$ cat config.mk
export PLATFORM = sky130hd
export DESIGN_NAME = jivl_div_step
export DESIGN_NICKNAME = d
export VERILOG_FILES = /design/src/jivl_pkg.sv /design/src/jivl_div_step.sv
export SDC_FILE = /design/constraint.sdc
export NUM_CORES = 1
export LEC_CHECK = 0
export BUFFER_PORTS_ARGS = -buffer_cell sky130_fd_sc_hd__clkbuf_2
export CELL_PAD_IN_SITES_DETAIL_PLACEMENT = 1
export CELL_PAD_IN_SITES_GLOBAL_PLACEMENT = 1
export CORE_AREA = 2 2 444 446
export CTS_CLUSTER_DIAMETER = 150
export DETAILED_ROUTE_END_ITERATION = 16
export DIE_AREA = 0 0 446 448
export GPL_TIMING_DRIVEN = 1
export HOLD_SLACK_MARGIN = 0.05
export PLACE_DENSITY_LB_ADDON = 0.25
export REMOVE_ABC_BUFFERS = 1
export SLEW_MARGIN = 10
export SYNTH_ARGS = -nofsm -noshare
export SYNTH_HDL_FRONTEND = slang
export SYNTH_SLANG_ARGS = --single-unit
$ cat constraint.sdc
create_clock -name aclk -period 6.2 [get_ports aclk]
set_input_delay 1.86 -clock aclk [delete_from_list [all_inputs] [get_ports aclk]]
set_output_delay 1.86 -clock aclk [all_outputs]
set_load 0.02 [all_outputs]
$ cat src/jivl_pkg.sv
// Package for the inverse-Jacobian velocity law pipeline.
// Holds widths and the stage payload types shared by all modules; no dependencies.
`default_nettype none
package jivl_pkg;
    localparam int AXES = 3;
    localparam int PW16 = 16;           // pixel and register width
    localparam int JW   = 24;           // Jacobian element, Q8.16
    localparam int EW   = 17;           // pixel error
    localparam int CW   = 49;           // cofactor, Q17.32
    localparam int CLW  = 24;           // low split of a cofactor
    localparam int DW   = 75;           // determinant
    localparam int NW   = 67;           // adjugate times error
    localparam int KW   = 20;           // gain times 16
    localparam int PW   = 88;           // scaled numerator and divider words
    localparam int SPW  = 8;            // speed byte
    localparam int QSTEPS = 8;          // quotient bits
    localparam int IN_W  = 248;
    localparam int OUT_W = 32;

    localparam logic [1:0] REG_GOAL_X = 2'd0;
    localparam logic [1:0] REG_GOAL_Y = 2'd1;
    localparam logic [1:0] REG_GAIN   = 2'd2;

    // cofactor rows: 0 feeds the determinant, 1 and 2 the adjugate columns
    typedef struct packed {
        logic [AXES-1:0][JW-1:0]            j0;
        logic [2:0][AXES-1:0][CW-1:0]       cf;
        logic signed [EW-1:0]               e1;
        logic signed [EW-1:0]               e2;
    } cof_t;

    typedef struct packed {
        logic [PW-1:0]  num;
        logic [PW-1:0]  den7;
        logic [SPW-1:0] q;
        logic           sat;
        logic           kill;
        logic           dir;
    } ax_t;

    typedef struct packed {
        ax_t [AXES-1:0] ax;
        logic           sing;
    } dv_t;
endpackage
`default_nettype wire

$ cat src/jivl_div_step.sv
// One restoring-division stage: one quotient bit per axis.
// Depends on jivl_pkg.
`default_nettype none
module jivl_div_step import jivl_pkg::*; (
    input  wire logic   aclk,
    input  wire logic   aresetn,
    input  wire logic   en,
    input  wire logic   vin,
    input  wire dv_t    din,
    output logic        vout,
    output dv_t         dout
);
    logic v_reg;
    dv_t  d_reg, d_next;

    // numerator is shifted left each step against a fixed den << 7
    always_comb begin
        d_next = din;
        for (int i = 0; i < AXES; i++) begin
            if (din.ax[i].num >= din.ax[i].den7) begin
                d_next.ax[i].num = (din.ax[i].num - din.ax[i].den7) << 1;
                d_next.ax[i].q   = {din.ax[i].q[SPW-2:0], 1'b1};
            end else begin
                d_next.ax[i].num = din.ax[i].num << 1;
                d_next.ax[i].q   = {din.ax[i].q[SPW-2:0], 1'b0};
            end
        end
    end

    always_ff @(posedge aclk) begin
        if (!aresetn) begin
            v_reg <= 1'b0;
        end else if (en) begin
            v_reg <= vin;
        end
        if (en) begin
            d_reg <= d_next;
        end
    end

    assign vout = v_reg;
    assign dout = d_reg;
endmodule
`default_nettype wire

==> results of run 1 <==
==> flip-flops by register name (all words and copies together), names as in the netlist <==
register,flops
dout,559
vout,1
==> final timing paths <==
kind                  from        end  slack, ns  depth (start not counted)
setup / recovery  din[100]  dout[187]       0.88                         15
hold / removal        vout       vout       0.55                          2
setup reg to reg      vout       vout       5.59                          2
hold reg to reg       vout       vout       0.55                          2
==> cell families (layout without fill, tap and decap cells) <==
logic type | Yosys count | after routing | synth area share
AO/OA/AOI/OAI | 1256 | 1256 | 0.2095
XOR/XNOR | 222 | 222 | 0.05231
adder cells (fa/ha/maj) | 267 | 267 | 0.09048
buffers and inverters | 546 | 1727 | 0.05719
flip-flops | 560 | 560 | 0.4521
multiplexers | 14 | 14 | 0.004073
other | 1 | 26 | 0.0001009
AND/OR/NAND/NOR | 1068 | 1068 | 0.1342
==> cell usage after synthesis (40+ instances only) <==
| master | number |
|---|---|
| sky130_fd_sc_hd__ha_1 | 264 |
| sky130_fd_sc_hd__xnor2_1 | 124 |
| sky130_fd_sc_hd__o21ai_0 | 396 |
| sky130_fd_sc_hd__nor2_1 | 184 |
| sky130_fd_sc_hd__nor3_1 | 47 |
| sky130_fd_sc_hd__xor2_1 | 98 |
| sky130_fd_sc_hd__a21oi_1 | 349 |
| sky130_fd_sc_hd__a31oi_1 | 40 |
| sky130_fd_sc_hd__inv_1 | 355 |
| sky130_fd_sc_hd__nand3_1 | 59 |
| sky130_fd_sc_hd__clkbuf_1 | 147 |
| sky130_fd_sc_hd__nand4_1 | 113 |
| sky130_fd_sc_hd__a21o_1 | 162 |
| sky130_fd_sc_hd__edfxtp_1 | 559 |
| sky130_fd_sc_hd__nand2_1 | 475 |
| sky130_fd_sc_hd__o21bai_1 | 77 |
==> metal layers <==
| metal | routed length [um] | share of wire | vias to the layer above |
|---|---|---|---|
| li1 | - | - | 16585 |
| met1 | 76020 | 0.40 | 16943 |
| met2 | 93100 | 0.50 | 970 |
| met3 | 11280 | 0.060 | 262 |
| met4 | 7260 | 0.039 | 30 |
| met5 | 202 | 0.0011 | - |
==> cells in the final DEF, fill, tap and decap left out, types with 10 or more instances in the layout <==
| master | instances |
|---|---|
| sky130_fd_sc_hd__ha_1 | 264 |
| sky130_fd_sc_hd__o21bai_1 | 77 |
| sky130_fd_sc_hd__bufinv_16 | 10 |
| sky130_fd_sc_hd__a221o_1 | 11 |
| sky130_fd_sc_hd__o211ai_1 | 13 |
| sky130_fd_sc_hd__xor2_1 | 98 |
| sky130_fd_sc_hd__o221ai_1 | 11 |
| sky130_fd_sc_hd__nor2b_1 | 26 |
| sky130_fd_sc_hd__clkinv_2 | 10 |
| sky130_fd_sc_hd__a211oi_1 | 31 |
| sky130_fd_sc_hd__clkbuf_1 | 12 |
| sky130_fd_sc_hd__a21o_1 | 162 |
| sky130_fd_sc_hd__o31ai_1 | 23 |
| sky130_fd_sc_hd__nand3_1 | 59 |
| sky130_fd_sc_hd__nand2_1 | 474 |
| sky130_fd_sc_hd__clkbuf_16 | 81 |
| sky130_fd_sc_hd__or3_1 | 18 |
| sky130_fd_sc_hd__a21oi_1 | 349 |
| sky130_fd_sc_hd__clkbuf_2 | 1121 |
| sky130_fd_sc_hd__diode_2 | 23 |
| sky130_fd_sc_hd__a31oi_1 | 40 |
| sky130_fd_sc_hd__nand2b_1 | 30 |
| sky130_fd_sc_hd__xnor2_1 | 124 |
| sky130_fd_sc_hd__nand4_1 | 113 |
| sky130_fd_sc_hd__clkinv_1 | 10 |
| sky130_fd_sc_hd__o21a_1 | 36 |
| sky130_fd_sc_hd__a21boi_0 | 14 |
| sky130_fd_sc_hd__inv_1 | 355 |
| sky130_fd_sc_hd__and2_1 | 24 |
| sky130_fd_sc_hd__nor3_1 | 47 |
| sky130_fd_sc_hd__buf_4 | 92 |
| sky130_fd_sc_hd__buf_12 | 10 |
| sky130_fd_sc_hd__edfxtp_1 | 559 |
| sky130_fd_sc_hd__and3_1 | 29 |
| sky130_fd_sc_hd__nor2_1 | 184 |
| sky130_fd_sc_hd__nor4_1 | 19 |
| sky130_fd_sc_hd__o21ai_0 | 396 |
| sky130_fd_sc_hd__and4_1 | 13 |
==> layout make-up <==
type                       instances  area share
timing repair buffer            1224      0.1333
sequential                       560      0.3437
clock buffer                      95     0.04294
inverter                         355     0.02725
tap                             2542     0.06505
multi-input combinational       2830      0.3740
clock inverter                    53     0.01259
antenna                           23    0.001177
==> worst max-delay path: cells and delay by family <==
family          cells  cell delay, ns
simple gates        1            0.19
compound gates     10            2.95
fa+ha+maj           2            0.60
buf+inv             2            0.13
==> report_power, final <==
group          internal [mW]  switching, mW  leakage, nW
sequential              4.70          0.145         5.47
clock                   2.86           1.98         1.31
combinational           1.33           2.70         15.1
total                   8.88           4.83         21.9
==> results.txt, run 1 <==
RSZ-0062 raised after global routing - no
cell at the root of the clock tree - sky130_fd_sc_hd__clkbuf_16
Max stage delay on crit path - 0.53 ns
Post-Layout Inst Area - 48890 um^2
routed len/inst - 24.46 um
WP data arrival - 5.75 ns
CP max stage cell - sky130_fd_sc_hd__a2111oi_0
number of clock sinks - 560
dominant synthesized flop cell - sky130_fd_sc_hd__edfxtp_1
synthesized area per cell - 9.449 um^2
Final GP Congestion - 0.9054
remaining antenna violation count - 0
Synth top area share - 0.4516
share of final-layout standard cells stronger than drive strength 1 - 0.2734
leakage power of the design - 21.90 nW
core outline area - 194600 um^2
cts bufs inserted - 80
number of gates resized after cts - 0
Post-Syn Instances - 3934
count of H-tree levels built during CTS - 3
normalized max-slew margin - 0.4653
fmax - 188.0 MHz
DP Area - 46120 um^2
most used cell, CP - sky130_fd_sc_hd__a21oi_1
VDD IR max - 0.1787 mV
critical path launch point type - input pin
top fanout value on the critical path - 4
max-cap check violation count - 0
final core utilization - 0.2513
via-per-instance ratio - 4.529
sequential standard cell area - 16810 um^2
largest cells by area after synthesis - sky130_fd_sc_hd__edfxtp_1 (45%), sky130_fd_sc_hd__ha_1 (8.9%), sky130_fd_sc_hd__o21ai_0 (5.3%), sky130_fd_sc_hd__nand2_1 (4.8%), sky130_fd_sc_hd__a21oi_1 (4.7%)
initial antenna violation count - 71
maximum clock skew at final layout - 0 ns
setup violation total in the final timing report - 0
power density over the cells - 280.4 nW/um^2
vias in the first global route - 36166
area of the multi-input gates - 18290 um^2
netlist area before placement - 37170 um^2
global routing usage summed across all routing layers - 0.1800
number of max-slew violations in the final report - 0
iteration count of the initial detailed-routing pass - 5
Netlist cell types - 83
global-route met2 utilization - 0.3098
post-detail-place hpwl - 159400 um
share of the clock period used by the worst path - 0.8578
wire length of the first global-routing pass - 260300 um
total placed cells including tap cells - 7511
Async S/R FF share, synth - 0
final net count - 5884
Clock Path Buffers - 3
count of routing violations after the opening detailed-route iteration - 2060
Die H - 448 um
number of standard-cell rows in the floorplan - 162
worst slew pin tran - 0.7947 ns
register area share after synthesis - 0.4521
setup_tns - 0 ns
post-layout min period - 5.319 ns
horizontal die dimension - 446 um
detailed-route via count - 34790
final hold violation count - 0
post-placement worst setup slack - 0.08719 ns
number of remaining DRC errors - 0
met3 Track Usage GR - 0.04141
critical path required time - 6.63 ns
latest clock arrival within the worst-skew pair - 0.71 ns
total gr overflow - 0
clock transition at the register clock pins on the worst setup and hold paths after CTS - 0.06 ns
GRT met1 Usage - 0.2119
critical path capture point type - flop
Fin Hold WS - 0.5456 ns
post-route setup slack - 0.8814 ns
count of hold buffers inserted by post-cts repair - 0
full die area - 199800 um^2
Syn. warnings - 0
count of filler cells inserted in the layout - 22900
area added between synthesis and finish - 31.53%
Overall Power - 13.71 mW
worst hold path type - flop to flop
count of boundary I/O pins - 1129
post-synthesis sequential element count - 560
number of standard cells in the final layout excluding fillers - 7682
series of cell instances along the critical path - clkbuf_2, inv_1, ha_1, fa_1, nand2b_1, a21oi_1, o2111ai_1, a21oi_1, o2111a_1, a31oi_1, o21ai_1, a221o_1, o21bai_1, a2111oi_0, a211oi_1
global-route layer with the greatest usage - met2
cell taking the most area after synthesis - sky130_fd_sc_hd__edfxtp_1
category of the most critical setup path - input pin to flop
# Post-CTS Setup Buffers - 0
CTS tree - yes
number of synthesized flops with an enable pin - 559
initial core utilization - 0.1910
number of port buffers - 1122
final WL - 187900 um
pin count of the biggest net entering global routing - 90
run status - finished clean
(Power assumes the default switching activity.)
==> inputs of run 2 (changes only) <==
--- a/config.mk
+++ b/config.mk
@@ -8,10 +8,11 @@
 export BUFFER_PORTS_ARGS = -buffer_cell sky130_fd_sc_hd__clkbuf_2
 export CELL_PAD_IN_SITES_DETAIL_PLACEMENT = 1
 export CELL_PAD_IN_SITES_GLOBAL_PLACEMENT = 1
-export CORE_AREA = 2 2 444 446
+export CORE_AREA = 2 2 438 440
+export CTS_BUF_LIST = sky130_fd_sc_hd__clkbuf_8
 export CTS_CLUSTER_DIAMETER = 150
 export DETAILED_ROUTE_END_ITERATION = 16
-export DIE_AREA = 0 0 446 448
+export DIE_AREA = 0 0 440 442
 export GPL_TIMING_DRIVEN = 1
 export HOLD_SLACK_MARGIN = 0.05
 export PLACE_DENSITY_LB_ADDON = 0.25
==> constraint.sdc (replaced) <==
create_clock -name aclk -period 6.2 [get_ports aclk]
set_input_delay 1.86 -clock aclk [delete_from_list [all_inputs] [get_ports aclk]]
set_output_delay 1.86 -clock aclk [all_outputs]
set_load 0.1 [all_outputs]
==> run 2 against run 1 <==
Wire length down 3.3%. Design area is 0.95% lower. Worst setup slack better by 0.12 ns. Flip-flop and latch count is the same. Die area fell by 2.7%. Via count rose by 0.38%. Register-to-register slack improved by 0.03 ns. Largest power group is now combinational cells. Combinational power up 61%. First-iteration DRC count shrank 9.2%. Sequential share of layout area increased by 0.33 points. Global-route usage is essentially flat.
==> results.txt, run 2 (synthesis gave the netlist of run 1 again) <==
latest clock arrival within the worst-skew pair - 0.86 ns
Pint - 8.037 mW
detailed-route via count - 34921
switching fraction of total power - 0.4695
initial antenna violation count - 64
count of hold buffers inserted by post-cts repair - 0
setup_tns - 0 ns
Worst path top cell family by delay - compound AO/OA/AOI/OAI gates
max FFs per register - 559
critical path capture point type - flop
number of port buffers - 1122
count of boundary I/O pins - 1129
part of the total power dissipated in sequential elements - 0.318
net switching power - 7.113 mW
cell depth of the worst flop-to-flop path - 2
pin count of the biggest net entering global routing - 167
most used cell, CP - sky130_fd_sc_hd__buf_4
power density over the cells - 312.8 nW/um^2
share of the clock period used by the worst path - 0.8383
setup violation total in the final timing report - 0
leading cell type in the layout, fill and taps excluded - sky130_fd_sc_hd__clkbuf_2
WP data arrival - 5.84 ns
# Post-CTS Setup Buffers - 0
capturing instance or port of the critical path - dout[369]
Final GP Congestion - 0.8914
share of final-layout standard cells stronger than drive strength 1 - 0.2771
source of the worst register-to-register timing path - vout
r2r endpoint - vout
critical path required time - 6.84 ns
routed len/inst - 23.56 um
iteration count of the initial detailed-routing pass - 5
post-placement worst setup slack - 0.1569 ns
first element of the critical path - din[287]
clock transition at the register clock pins on the worst setup and hold paths after CTS - 0.05 ns
Buf/Inv on CP - 6
worst hold path type - flop to flop
post-layout min period - 5.198 ns
full die area - 194500 um^2
max-cap check violation count - 0
number of standard-cell rows in the floorplan - 160
core outline area - 189600 um^2
highest-count cells in the layout ignoring fill and taps - sky130_fd_sc_hd__clkbuf_2 (1121), sky130_fd_sc_hd__edfxtp_1 (559), sky130_fd_sc_hd__nand2_1 (474)
cts bufs inserted - 114
Clock Path Buffers - 3
number of max-slew violations in the final report - 0
global routing usage summed across all routing layers - 0.1802
RSZ-0062 raised after global routing - no
top fanout value on the critical path - 2
cell at the root of the clock tree - sky130_fd_sc_hd__clkbuf_8
via-per-instance ratio - 4.528
fmax - 192.4 MHz
worst slew pin tran - 0.9538 ns
CP max stage cell - sky130_fd_sc_hd__o311ai_0
VDD IR max - 0.1394 mV
post-detail-place hpwl - 153200 um
horizontal die dimension - 440 um
final hold violation count - 0
power share of the clock group - 0.255
wire length of the first global-routing pass - 257200 um
critical path depth in cells - 18
total gr overflow - 0
count of routing violations after the opening detailed-route iteration - 1870
Post-Layout Inst Area - 48430 um^2
combinational power share - 0.427
final WL - 181700 um
DP Area - 46210 um^2
normalized max-slew margin - 0.3641
number of gates resized after cts - 0
series of cell instances along the critical path - clkbuf_2, inv_1, ha_1, nor2b_1, o31a_1, buf_4, o21ai_0, o311a_1, nor4_1, buf_4, o21ai_1, a2111oi_2, buf_4, buf_4, o21a_1, o311ai_0, a21oi_1, nor3_1
Die H - 442 um
Fin Hold WS - 0.5211 ns
vias in the first global route - 36245
final net count - 5930
count of H-tree levels built during CTS - 3
Max stage delay on crit path - 0.47 ns
Overall Power - 15.15 mW
maximum clock skew at final layout - 0 ns
initial core utilization - 0.1961
post-route setup slack - 1.002 ns
CTS tree - yes
R2R setup slack - 5.62 ns
leakage power of the design - 21.90 nW
number of remaining DRC errors - 0
area added between synthesis and finish - 30.28%
run status - finished clean
critical path launch point type - input pin
category of the most critical setup path - input pin to flop
number of clock sinks - 560
remaining antenna violation count - 0
[run 2: cell types whose count changed in the layout (fill, tap and decap cells not counted), moves of 4 or more]
cell,change
sky130_fd_sc_hd__diode_2,-5
sky130_fd_sc_hd__bufinv_16,-4
sky130_fd_sc_hd__clkbuf_1,-12
sky130_fd_sc_hd__inv_1,+34
sky130_fd_sc_hd__clkinv_1,+7
sky130_fd_sc_hd__clkbuf_8,+117
sky130_fd_sc_hd__clkinv_4,-4
sky130_fd_sc_hd__buf_4,+9
sky130_fd_sc_hd__inv_6,-6
sky130_fd_sc_hd__clkinv_2,+7
sky130_fd_sc_hd__clkbuf_16,-81
[run 2: layer usage]
layer  part of all wire  vias to the layer above  track usage
met2               0.51                      928       0.3253
met4              0.029                       26      0.06181
met3              0.053                      262      0.03678
li1                   -                    16673            -
met1               0.41                    17032       0.2093
met5            0.00096                        -            0
[run 2: worst reg2reg max path, delay by kind of cell (launching register included)]
kind / cells / cell delay, ns
muxes: 1 / 0.12
and+or+nand+nor: 1 / 0.06
DFF: 1 / 0.31
[run 2: worst min path at each step]
| stage | endpoint | depth (start not counted) | slack, ns | start |
|---|---|---|---|---|
| floorplan | vout | 2 | 0.98 | vout |
| global placement | vout | 2 | 0.50 | vout |
| detailed placement | vout | 2 | 0.51 | vout |
| CTS | vout | 2 | 0.53 | vout |
| global route | vout | 2 | 0.60 | vout |
| finish | vout | 2 | 0.52 | vout |
[run 2: power groups by stage]
| stage | Clock, mW | Sequential (mW) | Combinational [mW] |
|---|---|---|---|
| after floorplan | 0 | 7.90 | 1.77 |
| after global placement | 0 | 4.88 | 6.49 |
| after detailed placement | 0 | 4.90 | 6.50 |
| after CTS | 4.07 | 4.83 | 6.52 |
| after global routing | 4.21 | 4.86 | 6.82 |
| final | 3.86 | 4.82 | 6.47 |
[run 2: area by class of cell]
class                      instances  area (um^2)
clock buffer                     119         1638
timing repair buffer            1236         6644
tap                             2511         3142
inverter                         355         1333
fill                           22441       141200
sequential                       560        16810
clock inverter                    83        536.8
antenna                           18        45.04
multi-input combinational       2830        18290
[run 2: per-stage QoR]
step	cells	util
after global placement	7492	0.2437
after CTS	7694	0.2552
after global routing	7710	0.2554
final	7712	0.2555
after floorplan	3745	-
after detailed placement	7492	0.2437
==> inputs of run 3 (changes only) <==
--- a/config.mk
+++ b/config.mk
@@ -5,14 +5,15 @@
 export SDC_FILE = /design/constraint.sdc
 export NUM_CORES = 1
 export LEC_CHECK = 0
+export ABC_AREA = 1
 export BUFFER_PORTS_ARGS = -buffer_cell sky130_fd_sc_hd__clkbuf_2
 export CELL_PAD_IN_SITES_DETAIL_PLACEMENT = 1
 export CELL_PAD_IN_SITES_GLOBAL_PLACEMENT = 1
-export CORE_AREA = 2 2 438 440
+export CORE_AREA = 2 2 439 441
 export CTS_BUF_LIST = sky130_fd_sc_hd__clkbuf_8
 export CTS_CLUSTER_DIAMETER = 150
 export DETAILED_ROUTE_END_ITERATION = 16
-export DIE_AREA = 0 0 440 442
+export DIE_AREA = 0 0 441 443
 export GPL_TIMING_DRIVEN = 1
 export HOLD_SLACK_MARGIN = 0.05
 export PLACE_DENSITY_LB_ADDON = 0.25
==> constraint.sdc (replaced) <==
create_clock -name aclk -period 4.7 [get_ports aclk]
set_input_delay 1.41 -clock aclk [delete_from_list [all_inputs] [get_ports aclk]]
set_output_delay 1.41 -clock aclk [all_outputs]
set_load 0.1 [all_outputs]
==> run 3 against run 2 <==
Register-to-register slack worse by 1.6 ns. Sequential power increased by 32%. Combinational power rose by 50%. Global-route usage grew 6.8 points. Clock skew unchanged. Non-clock buffer count grew 34. Die area rose by 0.45%. Hold slack better by 0.034 ns. Largest cell class unchanged.
==> results.txt, run 3 <==
run status - finished clean
count of routing violations after the opening detailed-route iteration - 2992
netlist area before placement - 46470 um^2
Overall Power - 20.56 mW
core outline area - 191200 um^2
Async S/R FF share, synth - 0
Fin Hold WS - 0.5555 ns
wire length of the first global-routing pass - 350500 um
top fanout value on the critical path - 57
share of the clock period used by the worst path - 0.7923
max FFs per register - 559
post-synthesis sequential element count - 560
met1 wire length - 105600 um
max-cap check violation count - 0
full die area - 195400 um^2
power density over the cells - 354.2 nW/um^2
clock transition at the register clock pins on the worst setup and hold paths after CTS - 0.06 ns
RSZ-0062 raised after global routing - no
routed len/inst - 22.27 um
number of remaining DRC errors - 0
highest-count cells in the layout ignoring fill and taps - sky130_fd_sc_hd__nand2_1 (3143), sky130_fd_sc_hd__inv_1 (1675), sky130_fd_sc_hd__clkbuf_2 (1121)
Final GP Congestion - 0.9808
Syn. warnings - 0
met2 WL post-DR - 123000 um
series of cell instances along the critical path - clkbuf_2, inv_1, ha_1, nand2_1, nor2_1, nand2_1, nor2_1, nand3_1, nor2_1, nor2_1, nand2_4, inv_2, buf_12, nand2_1, nand2_1
Synth top area share - 0.3612
post-layout min period - 3.724 ns
leakage power of the design - 33.02 nW
critical path launch point type - input pin
number of standard-cell rows in the floorplan - 161
number of standard cells in the final layout excluding fillers - 11168
via-per-instance ratio - 4.431
Clock Path Buffers - 3
area added between synthesis and finish - 24.95%
largest cells by area after synthesis - sky130_fd_sc_hd__edfxtp_1 (36%), sky130_fd_sc_hd__nand2_1 (25%), sky130_fd_sc_hd__inv_1 (13%), sky130_fd_sc_hd__ha_1 (7.1%), sky130_fd_sc_hd__nor2_1 (4.6%)
count of H-tree levels built during CTS - 3
cell taking the most area after synthesis - sky130_fd_sc_hd__edfxtp_1
DP Area - 56150 um^2
detailed-route via count - 49482
worst hold path type - flop to flop
Post-Layout Inst Area - 58060 um^2
post-detail-place hpwl - 220100 um
Max stage delay on crit path - 0.46 ns
dominant cell by count in the synthesized netlist - sky130_fd_sc_hd__nand2_1
setup violation total in the final timing report - 0
number of synthesized flops with an enable pin - 559
fmax - 268.5 MHz
horizontal die dimension - 441 um
number of max-slew violations in the final report - 0
count of hold buffers inserted by post-cts repair - 0
worst slew pin tran - 0.9036 ns
remaining antenna violation count - 0
initial antenna violation count - 14
vias in the first global route - 51171
Worst path top cell family by delay - simple AND/OR/NAND/NOR gates
Post-Syn Instances - 7232
maximum clock skew at final layout - 0 ns
sum of met3 wire segment lengths after detailed routing - 9820 um
synthesized area per cell - 6.425 um^2
Die H - 443 um
final WL - 248800 um
CTS tree - yes
dominant synthesized flop cell - sky130_fd_sc_hd__edfxtp_1
Netlist cell types - 32
VDD IR max - 0.2442 mV
final hold violation count - 0
initial core utilization - 0.2431
total placed cells including tap cells - 10973
uppermost layer routed - met5
global routing usage summed across all routing layers - 0.2479
number of clock sinks - 560
total gr overflow - 0
leading cell type in the layout, fill and taps excluded - sky130_fd_sc_hd__nand2_1
share of final-layout standard cells stronger than drive strength 1 - 0.1679
cell at the root of the clock tree - sky130_fd_sc_hd__clkbuf_8
number of gates resized after cts - 0
iteration count of the initial detailed-routing pass - 5
count of boundary I/O pins - 1129
pin count of the biggest net entering global routing - 90
final net count - 9385
CP max stage cell - sky130_fd_sc_hd__ha_1
cts bufs inserted - 103
critical path capture point type - flop
critical path required time - 5.25 ns
Buf/Inv on CP - 4
category of the most critical setup path - input pin to flop
WP data arrival - 4.27 ns
normalized max-slew margin - 0.3976
# Post-CTS Setup Buffers - 0
number of port buffers - 1122
register area share after synthesis - 0.3617
latest clock arrival within the worst-skew pair - 0.90 ns
most numerous cell types in the synthesized netlist - sky130_fd_sc_hd__nand2_1 (3143), sky130_fd_sc_hd__inv_1 (1646), sky130_fd_sc_hd__nor2_1 (575)
run 3: cell types whose count changed after synthesis, moves of 31 or more:
cell | before | now
sky130_fd_sc_hd__a211oi_1 | 31 | 0
sky130_fd_sc_hd__a21o_1 | 162 | 0
sky130_fd_sc_hd__a21oi_1 | 349 | 226
sky130_fd_sc_hd__a31oi_1 | 40 | 0
sky130_fd_sc_hd__clkbuf_1 | 147 | 3
sky130_fd_sc_hd__inv_1 | 355 | 1646
sky130_fd_sc_hd__nand2_1 | 475 | 3143
sky130_fd_sc_hd__nand3_1 | 59 | 304
sky130_fd_sc_hd__nand4_1 | 113 | 40
sky130_fd_sc_hd__nor2_1 | 184 | 575
sky130_fd_sc_hd__o21a_1 | 36 | 1
sky130_fd_sc_hd__o21ai_0 | 396 | 57
sky130_fd_sc_hd__xnor2_1 | 124 | 0
sky130_fd_sc_hd__xor2_1 | 98 | 138
run 3: cell families (layout without fill, tap and decap cells):
logic type	after synthesis	count (layout)	synth area share
simple gates	4212	4212	0.3581
other cells	1	13	0.00008070
compound gates	336	336	0.03894
buf+inv	1718	3116	0.1428
fa+ha+maj	267	267	0.07238
flops	560	560	0.3617
xor+xnor	138	138	0.02601
run 3: final timing paths:
path                               start        end  slack (ns)  depth (start not counted)
worst max-delay path            din[463]  dout[536]        0.98                         15
worst min-delay path                vout       vout        0.56                          2
worst max register to register      vout       vout        4.05                          2
worst min register to register      vout       vout        0.56                          2
run 3: where the power goes:
group	internal (mW)	switching [mW]
registers	6.19	0.161
logic	1.85	7.87
clock network	2.20	2.30
total	10.2	10.3
run 3: metrics by stage:
step / setup slack (ns) / utilization / TNS (ns)
floorplan: -0.01044 / - / -0.7328
global placement: 0.1407 / 0.2937 / 0
detailed placement: 0.08552 / 0.2937 / 0
CTS: 1.037 / 0.3036 / 0
global route: 0.8623 / 0.3037 / 0
finish: 0.9761 / 0.3037 / 0
run 3: cell type report:
type	count	area (um^2)
Tap cell	2526	3161
Antenna cell	10	25.02
Fill cell	24777	133100
Timing Repair Buffer	1270	6912
Clock buffer	105	1445
Inverter	1661	6236
Clock inverter	80	439.2
Multi-Input combinational cell	4956	23040
Sequential cell	560	16810
run 3: worst register-to-register path, stage by stage (launching register included):
cell	delay, ns
sky130_fd_sc_hd__dfxtp_1	0.31
sky130_fd_sc_hd__o21ai_0	0.16
sky130_fd_sc_hd__a21oi_1	0.06
run 3: layer usage:
layer,track usage,vias to the layer above
li1,-,24517
met1,0.3026,23485
met2,0.4387,1182
met3,0.02914,296
met4,0.09919,2
met5,0,-
